File: config.mk
export PLATFORM = sky130hd
export DESIGN_NAME = positional_ordered_list
export DESIGN_NICKNAME = d
export VERILOG_FILES = /design/src/rtl/plo_pkg.sv /design/src/rtl/positional_ordered_list.sv /design/src/rtl/plo_store.sv /design/src/rtl/plo_seq.sv
export SDC_FILE = /design/constraint.sdc
export NUM_CORES = 2
export LEC_CHECK = 0
export BUFFER_PORTS_ARGS = -buffer_cell sky130_fd_sc_hd__buf_2
export CAP_MARGIN = 30
export CORE_AREA = 10 10 381 383
export CTS_CLUSTER_DIAMETER = 60
export CTS_CLUSTER_SIZE = 25
export DETAILED_ROUTE_END_ITERATION = 10
export DIE_AREA = 0 0 391 393
export PLACE_DENSITY = 0.46
export SLEW_MARGIN = 25
export SYNTH_ARGS = -nofsm -noshare
export SYNTH_HDL_FRONTEND = slang
export SYNTH_HIERARCHICAL = 1
export SYNTH_SLANG_ARGS = --single-unit
File: constraint.sdc
create_clock -name aclk -period 7 [get_ports aclk]
set_input_delay 1.4 -clock aclk [delete_from_list [all_inputs] [get_ports aclk]]
set_output_delay 1.4 -clock aclk [all_outputs]
set_load 0.005 [all_outputs]
File: src/rtl/plo_pkg.sv
`default_nettype none
// ----------------------------------------------------------------------------
// plo_pkg
// shared types and codes for the positional ordered list
// ----------------------------------------------------------------------------
package plo_pkg;

    // operation codes carried on the input tuser
    localparam logic [2:0] FN_INS_FRONT = 3'd0;
    localparam logic [2:0] FN_INS_BACK  = 3'd1;
    localparam logic [2:0] FN_INS_AT    = 3'd2;
    localparam logic [2:0] FN_DEL_FRONT = 3'd3;
    localparam logic [2:0] FN_DEL_BACK  = 3'd4;
    localparam logic [2:0] FN_DEL_AT    = 3'd5;
    localparam logic [2:0] FN_READ_ALL  = 3'd6;

    // status codes
    localparam logic [1:0] ST_OK     = 2'd0;
    localparam logic [1:0] ST_BADPOS = 2'd1;
    localparam logic [1:0] ST_FULL   = 2'd2;
    localparam logic [1:0] ST_EMPTY  = 2'd3;

    // most elements a single read-out returns
    localparam int MAX_READOUT = 32;

    // one result transfer
    typedef struct packed {
        logic signed [31:0] element;
        logic [4:0]         element_index;
        logic               has_element;
        logic [5:0]         list_count;
        logic [1:0]         status;
        logic               last;
    } result_t;

endpackage
`default_nettype wire

File: src/rtl/positional_ordered_list.sv
`default_nettype none
// ----------------------------------------------------------------------------
// positional_ordered_list
// bounded ordered list with insert and delete at front, back or position
// ----------------------------------------------------------------------------
// latency: an update gives its status transfer once its shift has moved every
//   element and an insert has also written its value; a refused update or an
//   unused code goes straight to its status transfer; a read-out reads its
//   elements in turn, each loaded into the output register once that is free
// throughput: one item at a time, set by the sequencer that walks the shift one
//   element per cycle through the memory port; the next item is taken once the
//   last result of the current one sits in the output register
// reset: aresetn synchronous active low, clears the count and the control
//   state; the element memory keeps its contents and needs no clearing pass
// ----------------------------------------------------------------------------
module positional_ordered_list #(
    parameter int CAPACITY    = 32,   // elements held, 2 to 63
    parameter int VALUE_WIDTH = 32    // stored value width, 8 to 64
) (
    input  wire logic        aclk,
    input  wire logic        aresetn,
    // operation channel
    input  wire logic        s_tvalid,
    output      logic        s_tready,
    input  wire logic [39:0] s_tdata,   // value [31:0], position [37:32], zero pad
    input  wire logic [2:0]  s_tuser,   // func [2:0]
    // result channel
    output      logic        m_tvalid,
    input  wire logic        m_tready,
    output      logic [47:0] m_tdata,   // element [31:0], element_index [36:32],
                                        // list_count [42:37], zero pad
    output      logic [2:0]  m_tuser,   // has_element [0], status [2:1]
    output      logic        m_tlast    // last result of the item
);
    import plo_pkg::*;

    localparam int AW = $clog2(CAPACITY);

    // memory port between sequencer and store
    logic                   mem_we;
    logic [AW-1:0]          mem_waddr;
    logic [VALUE_WIDTH-1:0] mem_wdata;
    logic                   mem_re;
    logic [AW-1:0]          mem_raddr;
    logic [VALUE_WIDTH-1:0] mem_rdata;

    // result hand-off into the output register
    logic    res_load;
    result_t res;
    logic    out_free;

    // output register, parts the sequencer from the downstream side
    result_t out_reg,       out_next;
    logic    out_valid_reg, out_valid_next;

    // the register may take a new result when empty or draining this cycle
    assign out_free = !out_valid_reg || m_tready;

    plo_seq #(
        .CAPACITY    (CAPACITY),
        .VALUE_WIDTH (VALUE_WIDTH)
    ) u_seq (
        .aclk      (aclk),
        .aresetn   (aresetn),
        .in_valid  (s_tvalid),
        .in_ready  (s_tready),
        .in_func   (s_tuser),
        .in_value  ($signed(s_tdata[31:0])),
        .in_pos    (s_tdata[37:32]),
        .out_free  (out_free),
        .res_load  (res_load),
        .res       (res),
        .mem_we    (mem_we),
        .mem_waddr (mem_waddr),
        .mem_wdata (mem_wdata),
        .mem_re    (mem_re),
        .mem_raddr (mem_raddr),
        .mem_rdata (mem_rdata)
    );

    plo_store #(
        .DEPTH (CAPACITY),
        .WIDTH (VALUE_WIDTH)
    ) u_store (
        .aclk    (aclk),
        .wr_en   (mem_we),
        .wr_addr (mem_waddr),
        .wr_data (mem_wdata),
        .rd_en   (mem_re),
        .rd_addr (mem_raddr),
        .rd_data (mem_rdata)
    );

    always_comb begin
        out_next       = out_reg;
        out_valid_next = out_valid_reg;
        if (res_load) begin
            out_next       = res;
            out_valid_next = 1'b1;
        end else if (m_tready) begin
            // current transfer taken, nothing new behind it
            out_valid_next = 1'b0;
        end
    end

    always_ff @(posedge aclk) begin
        if (!aresetn) begin
            out_valid_reg <= 1'b0;
        end else begin
            out_valid_reg <= out_valid_next;
        end
        out_reg <= out_next;
    end

    // pack the result fields onto the stream
    assign m_tvalid = out_valid_reg;
    assign m_tdata  = {5'b0, out_reg.list_count, out_reg.element_index, out_reg.element};
    assign m_tuser  = {out_reg.status, out_reg.has_element};
    assign m_tlast  = out_reg.last;

endmodule
`default_nettype wire

File: src/rtl/plo_store.sv
`default_nettype none
// ----------------------------------------------------------------------------
// plo_store
// element memory, one write port and one registered read port
// ----------------------------------------------------------------------------
module plo_store #(
    parameter int DEPTH = 32,
    parameter int WIDTH = 32
) (
    input  wire logic                     aclk,
    input  wire logic                     wr_en,
    input  wire logic [$clog2(DEPTH)-1:0] wr_addr,
    input  wire logic [WIDTH-1:0]         wr_data,
    input  wire logic                     rd_en,
    input  wire logic [$clog2(DEPTH)-1:0] rd_addr,
    output      logic [WIDTH-1:0]         rd_data
);

    logic [WIDTH-1:0] mem [DEPTH];

    always_ff @(posedge aclk) begin
        if (wr_en) begin
            mem[wr_addr] <= wr_data;
        end
        if (rd_en) begin
            rd_data <= mem[rd_addr];
        end
    end

endmodule
`default_nettype wire

File: src/rtl/plo_seq.sv
`default_nettype none
// ----------------------------------------------------------------------------
// plo_seq
// sequencer: decodes an operation, walks the shift one element per cycle
// through the memory port and issues the result transfers
// ----------------------------------------------------------------------------
module plo_seq #(
    parameter int CAPACITY    = 32,
    parameter int VALUE_WIDTH = 32
) (
    input  wire logic                        aclk,
    input  wire logic                        aresetn,
    input  wire logic                        in_valid,
    output      logic                        in_ready,
    input  wire logic [2:0]                  in_func,
    input  wire logic signed [31:0]          in_value,
    input  wire logic [5:0]                  in_pos,
    input  wire logic                        out_free,
    output      logic                        res_load,
    output      plo_pkg::result_t            res,
    output      logic                        mem_we,
    output      logic [$clog2(CAPACITY)-1:0] mem_waddr,
    output      logic [VALUE_WIDTH-1:0]      mem_wdata,
    output      logic                        mem_re,
    output      logic [$clog2(CAPACITY)-1:0] mem_raddr,
    input  wire logic [VALUE_WIDTH-1:0]      mem_rdata
);
    import plo_pkg::*;

    localparam int AW = $clog2(CAPACITY);
    localparam int CW = $clog2(CAPACITY + 1);
    localparam int PW = ((CW > 6) ? CW : 6) + 1;

    localparam logic [2:0] S_IDLE   = 3'd0;
    localparam logic [2:0] S_SHIFT  = 3'd1;
    localparam logic [2:0] S_READ   = 3'd2;
    localparam logic [2:0] S_RWAIT  = 3'd3;
    localparam logic [2:0] S_RESULT = 3'd4;

    logic [2:0]             state_reg,  state_next;
    logic [CW-1:0]          count_reg,  count_next;
    logic [CW-1:0]          rem_reg,    rem_next;
    logic [AW-1:0]          src_reg,    src_next;
    logic [AW-1:0]          dst_reg,    dst_next;
    logic                   pend_reg,   pend_next;
    logic                   ins_reg,    ins_next;
    logic [AW-1:0]          slot_reg,   slot_next;
    logic [VALUE_WIDTH-1:0] val_reg,    val_next;
    logic [1:0]             status_reg, status_next;
    logic [CW-1:0]          rd_idx_reg, rd_idx_next;

    logic [PW-1:0] cnt_p;
    logic [PW-1:0] pos_p;
    logic [PW-1:0] p_p;
    logic [PW-1:0] n_p;
    logic          rd_last;

    assign cnt_p    = PW'(count_reg);
    assign pos_p    = PW'(in_pos);
    assign n_p      = (cnt_p > PW'(MAX_READOUT)) ? PW'(MAX_READOUT) : cnt_p;
    assign rd_last  = (PW'(rd_idx_reg) + PW'(1)) == n_p;
    assign in_ready = (state_reg == S_IDLE);

    always_comb begin
        state_next  = state_reg;
        count_next  = count_reg;
        rem_next    = rem_reg;
        src_next    = src_reg;
        dst_next    = dst_reg;
        pend_next   = pend_reg;
        ins_next    = ins_reg;
        slot_next   = slot_reg;
        val_next    = val_reg;
        status_next = status_reg;
        rd_idx_next = rd_idx_reg;
        p_p         = '0;
        res_load    = 1'b0;
        res         = '0;
        mem_we      = 1'b0;
        mem_waddr   = dst_reg;
        mem_wdata   = mem_rdata;
        mem_re      = 1'b0;
        mem_raddr   = src_reg;

        case (state_reg)
            S_IDLE: begin
                if (in_valid) begin
                    state_next  = S_RESULT;
                    status_next = ST_OK;
                    val_next    = VALUE_WIDTH'(in_value);
                    case (in_func)
                        FN_INS_FRONT, FN_INS_BACK, FN_INS_AT: begin
                            if (in_func == FN_INS_FRONT) begin
                                p_p = '0;
                            end else if (in_func == FN_INS_BACK) begin
                                p_p = cnt_p;
                            end else begin
                                p_p = pos_p - PW'(1);
                            end
                            if (cnt_p >= PW'(CAPACITY)) begin
                                status_next = ST_FULL;
                            end else if (in_func == FN_INS_AT &&
                                         (pos_p == '0 || pos_p > cnt_p + PW'(1))) begin
                                status_next = ST_BADPOS;
                            end else begin
                                count_next = count_reg + CW'(1);
                                ins_next   = 1'b1;
                                slot_next  = AW'(p_p);
                                rem_next   = CW'(cnt_p - p_p);
                                src_next   = AW'(cnt_p - PW'(1));
                                pend_next  = 1'b0;
                                state_next = S_SHIFT;
                            end
                        end
                        FN_DEL_FRONT, FN_DEL_BACK, FN_DEL_AT: begin
                            if (in_func == FN_DEL_FRONT) begin
                                p_p = '0;
                            end else if (in_func == FN_DEL_BACK) begin
                                p_p = cnt_p - PW'(1);
                            end else begin
                                p_p = pos_p - PW'(1);
                            end
                            if (cnt_p == '0) begin
                                status_next = ST_EMPTY;
                            end else if (in_func == FN_DEL_AT &&
                                         (pos_p == '0 || pos_p > cnt_p)) begin
                                status_next = ST_BADPOS;
                            end else begin
                                count_next = count_reg - CW'(1);
                                ins_next   = 1'b0;
                                rem_next   = CW'(cnt_p - PW'(1) - p_p);
                                src_next   = AW'(p_p + PW'(1));
                                pend_next  = 1'b0;
                                state_next = S_SHIFT;
                            end
                        end
                        FN_READ_ALL: begin
                            rd_idx_next = '0;
                            if (cnt_p != '0) begin
                                state_next = S_READ;
                            end
                        end
                        default: begin
                            state_next = S_RESULT;
                        end
                    endcase
                end
            end

            S_SHIFT: begin
                // write back the element read last cycle
                mem_we = pend_reg;
                if (rem_reg != '0) begin
                    mem_re    = 1'b1;
                    pend_next = 1'b1;
                    rem_next  = rem_reg - CW'(1);
                    if (ins_reg) begin
                        dst_next = src_reg + AW'(1);
                        src_next = src_reg - AW'(1);
                    end else begin
                        dst_next = src_reg - AW'(1);
                        src_next = src_reg + AW'(1);
                    end
                end else begin
                    pend_next = 1'b0;
                    if (!pend_reg) begin
                        if (ins_reg) begin
                            mem_we    = 1'b1;
                            mem_waddr = slot_reg;
                            mem_wdata = val_reg;
                        end
                        state_next = S_RESULT;
                    end
                end
            end

            S_READ: begin
                mem_re     = 1'b1;
                mem_raddr  = AW'(rd_idx_reg);
                state_next = S_RWAIT;
            end

            S_RWAIT: begin
                if (out_free) begin
                    res_load          = 1'b1;
                    res.element       = 32'($signed(mem_rdata));
                    res.element_index = 5'(rd_idx_reg);
                    res.has_element   = 1'b1;
                    res.list_count    = 6'(count_reg);
                    res.status        = ST_OK;
                    res.last          = rd_last;
                    rd_idx_next       = rd_idx_reg + CW'(1);
                    state_next        = rd_last ? S_IDLE : S_READ;
                end
            end

            S_RESULT: begin
                if (out_free) begin
                    res_load       = 1'b1;
                    res.list_count = 6'(count_reg);
                    res.status     = status_reg;
                    res.last       = 1'b1;
                    state_next     = S_IDLE;
                end
            end

            default: begin
                state_next = S_IDLE;
            end
        endcase
    end

    always_ff @(posedge aclk) begin
        if (!aresetn) begin
            state_reg <= S_IDLE;
            count_reg <= '0;
            pend_reg  <= 1'b0;
        end else begin
            state_reg <= state_next;
            count_reg <= count_next;
            pend_reg  <= pend_next;
        end
        rem_reg    <= rem_next;
        src_reg    <= src_next;
        dst_reg    <= dst_next;
        ins_reg    <= ins_next;
        slot_reg   <= slot_next;
        val_reg    <= val_next;
        status_reg <= status_next;
        rd_idx_reg <= rd_idx_next;
    end

endmodule
`default_nettype wire
==> key figures <==
Synthesis
  – Synth top cells by count: 1,165 x edfxtp_1, 518 x mux2i_1, 135 x nand2_1, 116 x a21oi_1, 112 x nand3_1
  – Post-synthesis register bit count: 1,176
  – Most common cell in the netlist: edfxtp_1
  – Synth top area cells: edfxtp_1 73%, mux2i_1 11%, a22oi_1 1.6%, a21oi_1 1.2%, a22o_1 1.2%
  – Post-synth ARST share: 0
  – Netlist Area Pre-Place: 47,900 µm²
  – Warnings from Yosys: 6
  – Area leader, netlist: edfxtp_1
  – Register area share after synthesis: 0.735
  – Most used DFF post-synth: edfxtp_1
  – Area share of the largest cell type after synthesis: 0.730
  – Syn Area/Cell: 16.5 µm²
  – Cells after synthesis: 2,895
  – Netlist cell types: 76
  – Number of synthesized flops with an enable pin: 1,165

STA
  – Max-slew violations: 0
  – Fmax: 0.211 GHz
  – RSZ-0062 raised after global routing: no
  – Period utilization: 0.677
  – Tightest Pin Transition: 991 ps
  – Final Critical Period: 4740 ps
  – Post-route setup TNS: 0 ps
  – Final Hold Fails: 0
  – Fin Clk Skew: 48.3 ps
  – Max-Slew Margin vs Limit: 0.338
  – Final setup viols: 0

Detailed routing
  – DRC viols: 0
  – Metal-1 WL: 59,400 µm
  – DR WL met2: 64,000 µm
  – Highest metal used: met4
  – Via Count: 26,054
  – Final wirelength: 132,000 µm
  – Routed wire per std cell: 26.9 µm
  – DR pass1 iterations: 5
  – Met3 WL: 5510 µm
  – Iter 0 DRT Violations: 2,036
  – Via-to-Cell Ratio: 5.31
  – Remaining antenna violation count: 0

Clock network
  – Inserted Clock Buffers: 102
  – Clk_lat worst skew: 740 ps
  – Clock Sinks: 1,176
  – CTS resizes: 0
  – CTS Buffer Depth: 3
  – CTS tree: built
  – Clock transition at path regs: 70 ps
  – Setup repair bufs after CTS: 0
  – H-tree depth: 3
  – Root buf cell: clkbuf_16
  – Post-CTS Hold Buffers: 0

Global route
  – All-layer global routing usage: 0.168
  – Global route overflow: 0
  – Global-route wire length before repair: 189,000 µm
  – Largest net degree at the start of global routing: 90
  – Vias in the first global route: 26,232
  – Antenna violations before repair: 0

Power
  – Worst vdd ir: 0.214 mV
  – Pwr dens: 328 nW/µm²
  – Leak: 19.4 nW

Worst setup path
  – CP endpoint: u_store/mem[10][13]
  – Critical path, cell by cell: nor2b_1 > nand2b_1 > buf_4 > nor2_1 > nand3_2 > mux2_2 > nand3b_1 > nor2_4 > buf_4
  – Critical Path RT: 7390 ps
  – CP max FO: 17
  – CP dominant cell by count: buf_4
  – R2R Path Start: u_seq/state_reg[0]
  – Crit path launch: u_seq/state_reg[0]
  – CP Class: reg2reg
  – Worst path max stage delay: 1000 ps
  – R2R depth: 9
  – CP startpoint kind: flop
  – CP Depth: 9
  – Worst reg2reg setup slack: 2260 ps
  – Crit path DAT: 5130 ps
  – WP buf/inv: 2
  – Crit path max-delay family: simple AND/OR/NAND/NOR gates
  – Critical path endpoint category: flop
  – Reg-to-reg endpoint: u_store/mem[10][13]
  – Worst path slowest cell: nor2_4

Floorplan
  – I/O pin cnt: 101
  – Die Area: 154,000 µm²
  – Site Rows: 136
  – Initial Util: 0.349
  – Core ar.: 137,000 µm²
  – Die H: 393 µm
  – Die width: 391 µm

Layout
  – Fillers: 12,388
  – Multi-input logic area: 11,900 µm²
  – Reg area: 35,200 µm²
  – Nets@finish: 3,106
  – Max FFs per register: 1,024
  – Area delta synth->final: 14.5%
  – Layout cell share with drive strength beyond 1: 0.151
  – Final Core Density: 0.400
  – Biggest register: u_store/mem

Flow run
  – MaxCap Viol Count: 0

Placed design
  – # port buffers: 93
  – Final GP Congestion: 0.804
  – DP Wirelength: 81,800 µm

Run status
  – Status: finished clean

Worst hold path
  – Hold Crit Class: reg2reg
==> placed cells by master (no fill, tap or decap), drive strengths merged, types with 5 or more instances in the layout <==
| cell | count |
|---|---|
| and2 | 51 |
| nor3 | 43 |
| ha | 32 |
| xnor2 | 28 |
| clkbuf | 107 |
| dfxtp | 11 |
| clkinvlp | 6 |
| o21ai | 32 |
| nor3b | 9 |
| or3b | 6 |
| mux2 | 41 |
| clkinv | 36 |
| nor2 | 70 |
| a211oi | 5 |
| buf | 183 |
| conb | 5 |
| a31oi | 44 |
| nand3b | 7 |
| a21oi | 116 |
| bufinv | 16 |
| a22oi | 99 |
| inv | 60 |
| nand3 | 113 |
| or3 | 5 |
| edfxtp | 1165 |
| and3 | 5 |
| nand2b | 14 |
| a22o | 65 |
| o22ai | 5 |
| nand2 | 135 |
| mux2i | 518 |
| o21a | 7 |
| nor2b | 12 |
| xor2 | 11 |
| a21boi | 6 |
==> cells by family (layout without fill, tap and decap cells) <==
logic type	count (synthesis)	after routing	share of synthesized area
AO/OA/AOI/OAI	405	405	0.0575
XOR/XNOR	39	39	0.00713
adder cells (fa/ha/maj)	34	34	0.00919
buffers and inverters	193	408	0.0220
flip-flops	1176	1176	0.735
multiplexers	559	559	0.118
other	1	7	0.0000783
AND/OR/NAND/NOR	488	488	0.0513
==> how the worst min path moves through the flow <==
| stage | start | to | slack, ps | depth (start not counted) |
|---|---|---|---|---|
| after floorplan | u_seq/pend_reg | u_seq/pend_reg | 480 | 2 |
| after global placement | u_seq/pend_reg | u_seq/pend_reg | 530 | 2 |
| after detailed placement | u_seq/pend_reg | u_seq/pend_reg | 530 | 2 |
| after CTS | u_seq/pend_reg | u_seq/pend_reg | 550 | 2 |
| after global routing | u_store/rd_data[26] | m_tdata[26] | 580 | 1 |
| final | u_store/rd_data[0] | m_tdata[0] | 550 | 1 |
==> power breakdown <==
| group | switching, mW | total, mW | internal, mW |
|---|---|---|---|
| sequential | 0.116 | 8.38 | 8.26 |
| clock | 2.90 | 6.37 | 3.47 |
| combinational | 2.20 | 3.23 | 1.03 |
| total | 5.22 | 18.0 | 12.8 |
==> per-layer routing <==
| metal | vias to the layer above | track usage |
|---|---|---|
| met3 | 147 | 0.0215 |
| met5 | - | 0 |
| met2 | 608 | 0.283 |
| met4 | 0 | 0.0503 |
| met1 | 13688 | 0.227 |
| li1 | 11611 | - |
==> stage by stage <==
| stage | power [mW] | area, µm² | instances | hold slack (ps) | setup WS [ps] |
|---|---|---|---|---|---|
| 2_1_floorplan | 10.6 | 47900 | 2899 | 485 | 2900 |
| 3_3_place_gp | 11.8 | 50600 | 4700 | 533 | 2250 |
| 3_5_place_dp | 11.8 | 50900 | 4712 | 531 | 2270 |
| 4_1_cts | 18.2 | 54800 | 4905 | 546 | 2260 |
| 5_1_grt | 18.7 | 54900 | 4908 | 582 | 1990 |
| 6_report | 18.0 | 54900 | 4910 | 548 | 2260 |
==> layout make-up <==
class,count,share of cell area
timing repair buffer,183,0.0264
clock buffer,107,0.0473
inverter,32,0.00219
tap,1794,0.0409
sequential,1176,0.642
multi-input combinational,1530,0.218
antenna,2,0.0000912
clock inverter,86,0.0237
Note: power is estimated with default switching activity, not from simulation.
